`src/drjq_pkg.sv`:
```
// ----------------------------------------------------------------------------
// drjq_pkg: shared definitions for the dispatch rule job queue
// Sizes, rule and status codes, and the controller/datapath interface types.
// ----------------------------------------------------------------------------
package drjq_pkg;

    localparam int QUEUE_DEPTH = 16;
    localparam int JOB_BITS    = 8;
    localparam int IDX_W       = $clog2(QUEUE_DEPTH);
    localparam int CNT_W       = $clog2(QUEUE_DEPTH + 1);

    localparam int JOB_W  = 8;
    localparam int TIME_W = 16;
    localparam int WAIT_W = 20;
    localparam int RND_W  = 16;
    localparam int RULE_W = 3;
    localparam int STAT_W = 2;
    localparam int RBIT_W = $clog2(RND_W);
    localparam int WT_W   = WAIT_W + 2;

    localparam logic [WAIT_W-1:0] WAIT_MAX = '1;

    localparam logic [RULE_W-1:0] RULE_RANDOM   = 3'd0;
    localparam logic [RULE_W-1:0] RULE_FIFO     = 3'd1;
    localparam logic [RULE_W-1:0] RULE_SHORTEST = 3'd2;
    localparam logic [RULE_W-1:0] RULE_AGED     = 3'd3;
    localparam logic [RULE_W-1:0] RULE_LONGEST  = 3'd4;

    localparam logic [STAT_W-1:0] STAT_ADDED  = 2'd0;
    localparam logic [STAT_W-1:0] STAT_PICKED = 2'd1;
    localparam logic [STAT_W-1:0] STAT_EMPTY  = 2'd2;
    localparam logic [STAT_W-1:0] STAT_FULL   = 2'd3;

    localparam logic OP_ADD  = 1'b0;
    localparam logic OP_PICK = 1'b1;

    typedef struct packed {
        logic [JOB_BITS-1:0] job;
        logic [TIME_W-1:0]   ptime;
        logic [WAIT_W-1:0]   wait_t;
    } t_entry;

    typedef struct packed {
        logic              load;
        logic              add_wr;
        logic              mod_init;
        logic              mod_step;
        logic              scan_init;
        logic              scan_rd;
        logic              fetch_rd;
        logic              fetch_cap;
        logic              move_init;
        logic              move_rd;
        logic              count_dec;
        logic              out_load;
        logic [STAT_W-1:0] status;
    } t_dp_cmd;

    typedef struct packed {
        logic op;
        logic empty;
        logic full;
        logic rule_rand;
        logic rule_scan;
        logic scan_more;
        logic move_more;
        logic mod_last;
        logic out_free;
    } t_dp_stat;

endpackage

```
`src/drjq_ctrl.sv`:
```
// ----------------------------------------------------------------------------
// drjq_ctrl: sequencer of the job queue
// Add, modulo, scan, fetch, compaction and result phases of each transfer.
// ----------------------------------------------------------------------------
module drjq_ctrl import drjq_pkg::*; (
    input  logic     i_clk,
    input  logic     i_rst_n,
    input  logic     i_in_valid,
    output logic     o_in_ready,
    input  t_dp_stat i_stat,
    output t_dp_cmd  o_cmd
);

    typedef enum logic [3:0] {
        S_IDLE, S_DISPATCH, S_MOD, S_SCAN, S_FETCH, S_FETCH_WAIT, S_MOVE, S_DONE
    } t_state;

    t_state            r_state, n_state;
    logic [STAT_W-1:0] r_res, n_res;

    assign o_in_ready = (r_state == S_IDLE);

    always_comb begin
        n_state = r_state;
        n_res   = r_res;
        o_cmd   = '0;
        o_cmd.status = r_res;
        unique case (r_state)
            S_IDLE: begin
                if (i_in_valid) begin
                    o_cmd.load = 1'b1;
                    n_state    = S_DISPATCH;
                end
            end
            S_DISPATCH: begin
                if (i_stat.op == OP_ADD) begin
                    n_state = S_DONE;
                    if (i_stat.full) begin
                        n_res = STAT_FULL;
                    end else begin
                        n_res        = STAT_ADDED;
                        o_cmd.add_wr = 1'b1;
                    end
                end else if (i_stat.empty) begin
                    n_res   = STAT_EMPTY;
                    n_state = S_DONE;
                end else if (i_stat.rule_rand) begin
                    o_cmd.mod_init = 1'b1;
                    n_state        = S_MOD;
                end else if (i_stat.rule_scan) begin
                    o_cmd.scan_init = 1'b1;
                    n_state         = S_SCAN;
                end else begin
                    n_state = S_FETCH;
                end
            end
            S_MOD: begin
                o_cmd.mod_step = 1'b1;
                if (i_stat.mod_last) begin
                    n_state = S_FETCH;
                end
            end
            S_SCAN: begin
                if (i_stat.scan_more) begin
                    o_cmd.scan_rd = 1'b1;
                end else begin
                    n_state = S_FETCH;
                end
            end
            S_FETCH: begin
                o_cmd.fetch_rd = 1'b1;
                n_state        = S_FETCH_WAIT;
            end
            S_FETCH_WAIT: begin
                o_cmd.fetch_cap = 1'b1;
                o_cmd.move_init = 1'b1;
                n_state         = S_MOVE;
            end
            S_MOVE: begin
                if (i_stat.move_more) begin
                    o_cmd.move_rd = 1'b1;
                end else begin
                    o_cmd.count_dec = 1'b1;
                    n_res           = STAT_PICKED;
                    n_state         = S_DONE;
                end
            end
            S_DONE: begin
                if (i_stat.out_free) begin
                    o_cmd.out_load = 1'b1;
                    n_state        = S_IDLE;
                end
            end
            default: n_state = S_IDLE;
        endcase
    end

    always_ff @(posedge i_clk) begin
        if (!i_rst_n) begin
            r_state <= S_IDLE;
            r_res   <= STAT_ADDED;
        end else begin
            r_state <= n_state;
            r_res   <= n_res;
        end
    end

endmodule

```
`src/drjq_dp.sv`:
```
// ----------------------------------------------------------------------------
// drjq_dp: datapath of the job queue
// Entry memory, count, modulo unit, best-entry tracker and output register.
// ----------------------------------------------------------------------------
module drjq_dp import drjq_pkg::*; (
    input  logic                i_clk,
    input  logic                i_rst_n,
    input  t_dp_cmd             i_cmd,
    output t_dp_stat            o_stat,
    input  logic                i_cfg_valid,
    input  logic [RULE_W-1:0]   i_cfg_rule,
    input  logic                i_op,
    input  logic [JOB_W-1:0]    i_job,
    input  logic [TIME_W-1:0]   i_ptime,
    input  logic [WAIT_W-1:0]   i_wait,
    input  logic [RND_W-1:0]    i_rnd,
    output logic                o_out_valid,
    input  logic                i_out_ready,
    output logic [STAT_W-1:0]   o_out_status,
    output logic [JOB_W-1:0]    o_out_job,
    output logic [TIME_W-1:0]   o_out_time
);

    t_entry mem [QUEUE_DEPTH];
    t_entry r_rd_data;

    logic [RULE_W-1:0]   r_rule;
    logic [CNT_W-1:0]    r_count;
    logic                r_op;
    t_entry              r_in;
    logic [RND_W-1:0]    r_rnd;
    logic [CNT_W-1:0]    r_ptr;
    logic [IDX_W-1:0]    r_rd_idx;
    logic                r_scan_vld;
    logic                r_move_vld;
    logic [CNT_W-1:0]    r_rem;
    logic [RBIT_W-1:0]   r_rbit;
    logic [IDX_W-1:0]    r_best_idx;
    logic [TIME_W-1:0]   r_best_time;
    logic signed [WT_W-1:0] r_best_wt;
    logic [IDX_W-1:0]    r_sel;
    logic [JOB_BITS-1:0] r_pick_job;
    logic [TIME_W-1:0]   r_pick_time;
    logic                r_out_valid;
    logic [STAT_W-1:0]   r_out_status;
    logic [JOB_W-1:0]    r_out_job;
    logic [TIME_W-1:0]   r_out_time;

    logic                   aging;
    logic [CNT_W:0]         rem_sh;
    logic [CNT_W-1:0]       rem_nx;
    logic signed [WT_W-1:0] rd_wt;
    logic                   better;
    logic [IDX_W-1:0]       sel_nx;
    logic [CNT_W-1:0]       move_src;
    logic [WAIT_W:0]        wait_sum;
    logic [WAIT_W-1:0]      wait_nx;
    logic [IDX_W-1:0]       rd_addr;
    logic                   rd_en;

    assign aging = (r_rule == RULE_AGED);

    // One bit of the random value per cycle into the remainder, most significant bit first.
    assign rem_sh = {r_rem, r_rnd[RND_W-1-int'(r_rbit)]};
    assign rem_nx = (rem_sh >= {1'b0, r_count}) ? CNT_W'(rem_sh - {1'b0, r_count})
                                                : CNT_W'(rem_sh);

    assign rd_wt = $signed({{(WT_W-TIME_W){1'b0}}, r_rd_data.ptime})
                 - $signed({{(WT_W-WAIT_W){1'b0}}, r_rd_data.wait_t});

    always_comb begin
        case (r_rule)
            RULE_SHORTEST: better = r_rd_data.ptime < r_best_time;
            RULE_AGED:     better = rd_wt < r_best_wt;
            RULE_LONGEST:  better = r_rd_data.ptime > r_best_time;
            default:       better = 1'b0;
        endcase
    end

    always_comb begin
        case (r_rule)
            RULE_RANDOM:                            sel_nx = r_rem[IDX_W-1:0];
            RULE_SHORTEST, RULE_AGED, RULE_LONGEST: sel_nx = r_best_idx;
            default:                                sel_nx = '0;
        endcase
    end

    assign move_src = (r_ptr >= CNT_W'(r_sel)) ? r_ptr + CNT_W'(1) : r_ptr;
    assign wait_sum = {1'b0, r_rd_data.wait_t} + (WAIT_W+1)'(r_pick_time);
    assign wait_nx  = !aging ? r_rd_data.wait_t
                    : (wait_sum > {1'b0, WAIT_MAX}) ? WAIT_MAX : wait_sum[WAIT_W-1:0];

    always_comb begin
        rd_en   = 1'b1;
        rd_addr = r_ptr[IDX_W-1:0];
        if (i_cmd.fetch_rd) begin
            rd_addr = sel_nx;
        end else if (i_cmd.move_rd) begin
            rd_addr = move_src[IDX_W-1:0];
        end else if (!i_cmd.scan_rd) begin
            rd_en = 1'b0;
        end
    end

    always_ff @(posedge i_clk) begin
        if (rd_en) begin
            r_rd_data <= mem[rd_addr];
        end
        if (i_cmd.add_wr) begin
            mem[r_count[IDX_W-1:0]] <= r_in;
        end else if (r_move_vld) begin
            mem[r_rd_idx] <= '{job: r_rd_data.job, ptime: r_rd_data.ptime, wait_t: wait_nx};
        end
    end

    always_ff @(posedge i_clk) begin
        if (i_cmd.load) begin
            r_op <= i_op;
            r_in <= '{job: i_job[JOB_BITS-1:0], ptime: i_ptime, wait_t: i_wait};
            r_rnd <= i_rnd;
        end
        if (i_cmd.mod_init) begin
            r_rem  <= '0;
            r_rbit <= '0;
        end else if (i_cmd.mod_step) begin
            r_rem  <= rem_nx;
            r_rbit <= r_rbit + RBIT_W'(1);
        end
        if (r_scan_vld && (r_rd_idx == '0 || better)) begin
            r_best_idx  <= r_rd_idx;
            r_best_time <= r_rd_data.ptime;
            r_best_wt   <= rd_wt;
        end
        if (i_cmd.fetch_rd) begin
            r_sel <= sel_nx;
        end
        if (i_cmd.fetch_cap) begin
            r_pick_job  <= r_rd_data.job;
            r_pick_time <= r_rd_data.ptime;
        end
        if (i_cmd.scan_rd || i_cmd.move_rd) begin
            r_rd_idx <= r_ptr[IDX_W-1:0];
        end
        if (i_cmd.out_load) begin
            r_out_status <= i_cmd.status;
            r_out_job    <= (i_cmd.status == STAT_PICKED) ? JOB_W'(r_pick_job) : '0;
            r_out_time   <= (i_cmd.status == STAT_PICKED) ? r_pick_time : '0;
        end
    end

    always_ff @(posedge i_clk) begin
        if (!i_rst_n) begin
            r_rule      <= RULE_FIFO;
            r_count     <= '0;
            r_ptr       <= '0;
            r_scan_vld  <= 1'b0;
            r_move_vld  <= 1'b0;
            r_out_valid <= 1'b0;
        end else begin
            if (i_cfg_valid) begin
                r_rule <= i_cfg_rule;
            end
            if (i_cmd.add_wr) begin
                r_count <= r_count + CNT_W'(1);
            end else if (i_cmd.count_dec) begin
                r_count <= r_count - CNT_W'(1);
            end
            if (i_cmd.scan_init) begin
                r_ptr <= '0;
            end else if (i_cmd.move_init) begin
                r_ptr <= aging ? '0 : CNT_W'(r_sel);
            end else if (i_cmd.scan_rd || i_cmd.move_rd) begin
                r_ptr <= r_ptr + CNT_W'(1);
            end
            r_scan_vld <= i_cmd.scan_rd;
            r_move_vld <= i_cmd.move_rd;
            if (i_cmd.out_load) begin
                r_out_valid <= 1'b1;
            end else if (i_out_ready) begin
                r_out_valid <= 1'b0;
            end
        end
    end

    assign o_stat.op        = r_op;
    assign o_stat.empty     = (r_count == '0);
    assign o_stat.full      = (r_count == CNT_W'(QUEUE_DEPTH));
    assign o_stat.rule_rand = (r_rule == RULE_RANDOM);
    assign o_stat.rule_scan = (r_rule == RULE_SHORTEST) || aging || (r_rule == RULE_LONGEST);
    assign o_stat.scan_more = (r_ptr < r_count);
    assign o_stat.move_more = ((r_ptr + CNT_W'(1)) < r_count);
    assign o_stat.mod_last  = (r_rbit == RBIT_W'(RND_W - 1));
    assign o_stat.out_free  = !r_out_valid || i_out_ready;

    assign o_out_valid  = r_out_valid;
    assign o_out_status = r_out_status;
    assign o_out_job    = r_out_job;
    assign o_out_time   = r_out_time;

    a_count_range: assert property (@(posedge i_clk) disable iff (!i_rst_n)
        r_count <= CNT_W'(QUEUE_DEPTH))
        else $error("entry count above queue depth");
    a_add_not_full: assert property (@(posedge i_clk) disable iff (!i_rst_n)
        i_cmd.add_wr |-> (r_count != CNT_W'(QUEUE_DEPTH)))
        else $error("write into a full queue");
    a_move_in_range: assert property (@(posedge i_clk) disable iff (!i_rst_n)
        r_move_vld |-> (CNT_W'(r_rd_idx) + CNT_W'(1) < r_count))
        else $error("compaction write beyond the remaining entries");
    a_out_free: assert property (@(posedge i_clk) disable iff (!i_rst_n)
        i_cmd.out_load |-> (!r_out_valid || i_out_ready))
        else $error("result overwrites one not yet taken");

endmodule

```
`src/dispatch_rule_job_queue.sv`:
```
// ----------------------------------------------------------------------------
// dispatch_rule_job_queue: job queue of one machine with a dispatch rule
// An add appends a job; a pick removes the job chosen by the rule.
// ----------------------------------------------------------------------------
// Steps, from the input transfer to a valid result: an add or an empty pick is
// dispatched and written out; a pick fetches the chosen entry and then moves or
// ages the M entries that remain, after N entries are scanned through the single
// memory read port for the time rules, or after 16 remainder steps for random.
// Throughput: one item at a time; the next input is taken once the result is
// in the output register. Reset empties the queue and sets the rule to FIFO.
// ----------------------------------------------------------------------------
module dispatch_rule_job_queue import drjq_pkg::*; (
    input  logic        i_clk,
    input  logic        i_rst_n,
    // Input stream. tdata: job_id[7:0], proc_time[23:8], wait_in[43:24],
    // random_value[59:44], zero pad [63:60].
    input  logic        i_s_tvalid,
    output logic        o_s_tready,
    input  logic [63:0] i_s_tdata,
    input  logic [0:0]  i_s_tuser,   // op[0]
    // Result stream. tdata: picked_job[7:0], run_time[23:8].
    output logic        o_m_tvalid,
    input  logic        i_m_tready,
    output logic [23:0] o_m_tdata,
    output logic [1:0]  o_m_tuser,   // status[1:0]
    // Rule register write channel.
    input  logic        i_cfg_valid,
    output logic        o_cfg_ready,
    input  logic [2:0]  i_cfg_data
);

    t_dp_cmd           cmd;
    t_dp_stat          stat;
    logic [STAT_W-1:0] out_status;
    logic [JOB_W-1:0]  out_job;
    logic [TIME_W-1:0] out_time;

    // The rule register is written at any time; the user is to make writes only
    // while the queue is idle (not enforced here); an operation then sees one rule.
    assign o_cfg_ready = 1'b1;

    drjq_ctrl u_ctrl (
        .i_clk      (i_clk),
        .i_rst_n    (i_rst_n),
        .i_in_valid (i_s_tvalid),
        .o_in_ready (o_s_tready),
        .i_stat     (stat),
        .o_cmd      (cmd)
    );

    drjq_dp u_dp (
        .i_clk        (i_clk),
        .i_rst_n      (i_rst_n),
        .i_cmd        (cmd),
        .o_stat       (stat),
        .i_cfg_valid  (i_cfg_valid),
        .i_cfg_rule   (i_cfg_data),
        .i_op         (i_s_tuser[0]),
        .i_job        (i_s_tdata[7:0]),
        .i_ptime      (i_s_tdata[23:8]),
        .i_wait       (i_s_tdata[43:24]),
        .i_rnd        (i_s_tdata[59:44]),
        .o_out_valid  (o_m_tvalid),
        .i_out_ready  (i_m_tready),
        .o_out_status (out_status),
        .o_out_job    (out_job),
        .o_out_time   (out_time)
    );

    // Result payload, packed lowest field first.
    assign o_m_tdata = {out_time, out_job};
    assign o_m_tuser = out_status;

endmodule
```
`config.mk`:
```
export PLATFORM = sky130hd
export DESIGN_NAME = dispatch_rule_job_queue
export DESIGN_NICKNAME = d
export VERILOG_FILES = /design/src/drjq_pkg.sv /design/src/drjq_ctrl.sv /design/src/drjq_dp.sv /design/src/dispatch_rule_job_queue.sv
export SDC_FILE = /design/constraint.sdc
export NUM_CORES = 1
export LEC_CHECK = 0
export BUFFER_PORTS_ARGS = -buffer_cell sky130_fd_sc_hd__buf_4
export CORE_MARGIN = 2
export CORE_UTILIZATION = 50
export DETAILED_ROUTE_END_ITERATION = 8
export PLACE_DENSITY = 0.66
export SYNTH_ARGS = -nofsm -noshare
export SYNTH_HDL_FRONTEND = slang
export SYNTH_SLANG_ARGS = --single-unit
export TNS_END_PERCENT = 50
```
`constraint.sdc`:
```
create_clock -name i_clk -period 7.1 [get_ports i_clk]
set_input_delay 0.71 -clock i_clk [delete_from_list [all_inputs] [get_ports i_clk]]
set_output_delay 0.71 -clock i_clk [all_outputs]
set_load 0.005 [all_outputs]
```
==> flow_metrics.env <==
export IMPL_swShare_pct=32.2
export IMPL_boundaryPins=102
export IMPL_clock_latency_ns=0.66
export IMPL_worstPathRequired_ns=7.35
export IMPL_grt_pass1_wl_um=136000
export IMPL_drt_first_pass_iters=5
export IMPL_synth_fp_nets=2671
export IMPL_hold_depth=1
export IMPL_cp_num_buf_inv=2
export IMPL_hold_class="in2reg"
export IMPL_p_per_area_nw_per_um2=412
export IMPL_comb_power_share_pct=32.7
export IMPL_cp_end_kind="flop"
export IMPL_drc=0
export IMPL_synth_top_family_by_area="multiplexers"
export IMPL_power_uw=18800
export IMPL_yosys_warnings=0
export IMPL_syn_avg_cell_area_um2=16.1
export IMPL_overflow=0
export IMPL_io_buffers=96
export IMPL_post_drt_wl_per_cell_um=24.2
export IMPL_netlist_instances=2504
export IMPL_seqPwrFrac_pct=39.4
export IMPL_synth_edff_count=908
export IMPL_synth_top_area_share_pct=67.6
export IMPL_die_y_um=288
export IMPL_initial_core_util_pct=50.3
export IMPL_synth_area_leaders="edfxtp_1 (68%), mux2i_1 (17%), ha_1 (2.8%)"
export IMPL_r2r_start="u_dp.r_rd_data[20]"
export IMPL_syn_area_um2=40300
export IMPL_pwr_share_clk_pct=27.8
export IMPL_clkSlewWorstSetupHoldPaths_ns=0.06
export IMPL_relSlewSlack_pct=9.46
export IMPL_area_delta_synth_final_pct=13.4
export IMPL_synth_area_mux_share_pct=17.0
export IMPL_cts_tree="done"
export IMPL_yosysSeqAreaShare_pct=69.1
export IMPL_cts_setup_buffers=0
export IMPL_irDropWorstVdd_v=0.000362
export IMPL_grt_antenna_before_repair=2
export IMPL_synthDistinctLibCells=62
export IMPL_min_period_ns=5.56
export IMPL_clk_path_buf_depth=3
export IMPL_r2r_slack_ns=1.54
export IMPL_run_status="complete, no violations"
export IMPL_vias_per_cell=5.70
export IMPL_cp_endpoint="u_dp.r_best_time[1]"
export IMPL_die_w_um=288
export IMPL_root_buffer="clkbuf_16"
export IMPL_cp_start_kind="flop"
export IMPL_yosys_top_cells_count="edfxtp_1 (908), mux2i_1 (674), nand2_1 (135)"
export IMPL_async_reset_ff_share_pct=0
export IMPL_yosysMostFrequentCell="edfxtp_1"
export IMPL_r2r_end="u_dp.r_best_time[1]"
export IMPL_maxSlewViolCount=0
export IMPL_fin_nets=2829
export IMPL_leakage_uw=0.0183
export IMPL_synthSimpleGateAreaFrac_pct=3.85
export IMPL_synth_adder_area_share_pct=2.99
export IMPL_drt_total_wl_um=91900
export IMPL_crit_chain="inv_1, ha_1, inv_1, fa_1, a21o_1, a21o_1, a21oi_1, o31ai_1, or4b_2, a31o_2, a21oi_1, xor2_1, ha_1, a21o_1, a21oi_1, nor2_1, nor3_1, o31a_1, o21a_2"
export IMPL_period_share_pct=78.3
export IMPL_multi_input_area_um2=11600
export IMPL_crit_slowest_cell="o21a_2"
export IMPL_grt_usage_pct=22.1
export IMPL_synth_compound_gate_area_share_pct=3.50
export IMPL_cp_startpoint="u_dp.r_rd_data[20]"
export IMPL_tns_ns=0
export IMPL_cpPeakStageDelay_ns=0.84
export IMPL_cp_arrival_ns=5.81
export IMPL_placed_cells=3625
export IMPL_grt_pass1_vias=21934
export IMPL_path_max_fanout=41
export IMPL_ant_nets=0
export IMPL_clock_fmax_ghz=0.180
export IMPL_seq_area_um2=27900
export IMPL_cts_max_level=3
export IMPL_finClkSkew_ns=0.0372
export IMPL_cap_violations=0
export IMPL_rsz0062_at_grt="false"
export IMPL_ys_flop_type="edfxtp_1"
export IMPL_cts_sink_count=938
export IMPL_setup_viol=0
export IMPL_synth_xor_area_share_pct=1.04
export IMPL_final_core_util_pct=57.0
export IMPL_grt_max_degree=116
export IMPL_worst_pin_slew_ns=1.34
export IMPL_drive_gt1_share_pct=12.7
export IMPL_p_sw_uw=6060
export IMPL_fin_cells=3799
export IMPL_intPower_uw=12800
export IMPL_antenna_cells=0
export IMPL_ctsHoldBuffers=0
export IMPL_fillers=6169
export IMPL_hold_violations=0
export IMPL_rows=104
export IMPL_vias=21672
export IMPL_cp_top_family="compound AO/OA/AOI/OAI gates"
export IMPL_core_area_um2=80200
export IMPL_dieArea_um2=82900
export IMPL_hpwlAfterDp_um=54300
export IMPL_synth_top_area_cell="edfxtp_1"
export IMPL_cp_num_cells=19
export IMPL_cts_repair_resized=0
export IMPL_gp_routability_congestion=0.865
export IMPL_numCtsBuffers=95
export IMPL_synth_seq_cells=938
export IMPL_reg2reg_depth=19
export IMPL_initialDrtViolationCount=1839
export IMPL_path_class="reg2reg"
## worst min path at each step
stage / startpoint / to / slack [ns]
after floorplan: u_ctrl.r_res[0] / u_dp.o_out_status[0] / 0.42
after global placement: u_dp.r_rd_data[40] / u_dp.r_pick_job[4] / 0.44
after detailed placement: u_ctrl.r_res[0] / u_dp.o_out_status[0] / 0.44
after CTS: i_s_tdata[25] / u_dp.r_in[1] / 0.19
after global routing: i_s_tdata[6] / u_dp.r_in[42] / 0.20
final: i_s_tdata[48] / u_dp.r_rnd[4] / 0.23
## cell families after synthesis
family | count (synthesis)
flip-flops | 938
multiplexers | 679
AND/OR/NAND/NOR | 335
AO/OA/AOI/OAI | 226
buffers and inverters | 183
adder cells (fa/ha/maj) | 94
XOR/XNOR | 48
other | 1
## through the flow
stage                     hold slack [ns]  setup slack [ns]  area, um2
after CTS                           0.193              1.52      45700
after detailed placement            0.440              1.57      42400
after global routing                0.198              1.16      45700
after global placement              0.437              1.61      42400
after floorplan                     0.423              1.91      40300
final                               0.230              1.54      45700
## routing by layer
layer	up-vias	GRT usage [%]	routed length, um	part of all wire, %
li1	9906	-	-	-
met1	11070	30.3	39900	43
met2	572	37.3	45400	49
met3	124	3.17	4790	5.2
met4	0	5.75	1770	1.9
met5	-	0	0	0
## power by group through the flow
stage                     Clock [uW]  Combinational, uW  Sequential (uW)
after global routing            5530               6730             7460
after CTS                       5320               6170             7420
after detailed placement           0               6130             7530
after floorplan                    0               4870             7310
final                           5240               6160             7420
after global placement             0               5940             7520
## sequential cells by signal, indices dropped and copies added (netlist names), 2 cells and up
name	count
u_dp.r_pick_time	16
u_dp.mem	704
u_dp.o_out_time	16
u_dp.r_ptr	5
u_ctrl.r_state	3
u_dp.r_best_idx	4
u_dp.r_in	44
u_dp.r_rd_data	44
u_dp.r_rnd	16
u_dp.r_rbit	4
u_dp.r_pick_job	8
u_dp.o_out_status	2
u_dp.o_out_job	8
u_dp.r_rem	5
u_dp.r_best_time	16
u_dp.r_count	5
u_dp.r_sel	4
u_ctrl.r_res	2
u_dp.r_rd_idx	4
u_dp.r_best_wt	21
u_dp.r_rule	3
## cell type report
type                       count  area share (%)
sequential                   938            60.9
clock buffer                 111            5.49
multi-input combinational   1383            25.4
timing repair buffer         166            2.86
clock inverter                63            1.73
inverter                      78           0.640
tap                         1060            2.90
## worst register-to-register path, delay by kind of cell, from the launching register on
family          cells  cell delay (ns)
compound gates     10             2.60
xor+xnor            1             0.22
fa+ha+maj           3             0.87
buf+inv             2             0.21
flops               1             0.40
simple gates        3             0.84
## cells in the final DEF, fill, tap and decap left out, types with 19 or more instances in the layout
master     instances
and2_1            30
clkbuf_16         97
inv_1             78
dfxtp_1           30
clkinv_1          22
o21ai_0           47
nor2_1            59
ha_1              90
nand2_1          134
buf_4            161
edfxtp_1         908
xnor2_1           29
xor2_1            19
nor3_1            21
a21o_1            25
a21oi_1           61
mux2i_1          673
No activity file was read; power rests on OpenSTA's default activity.
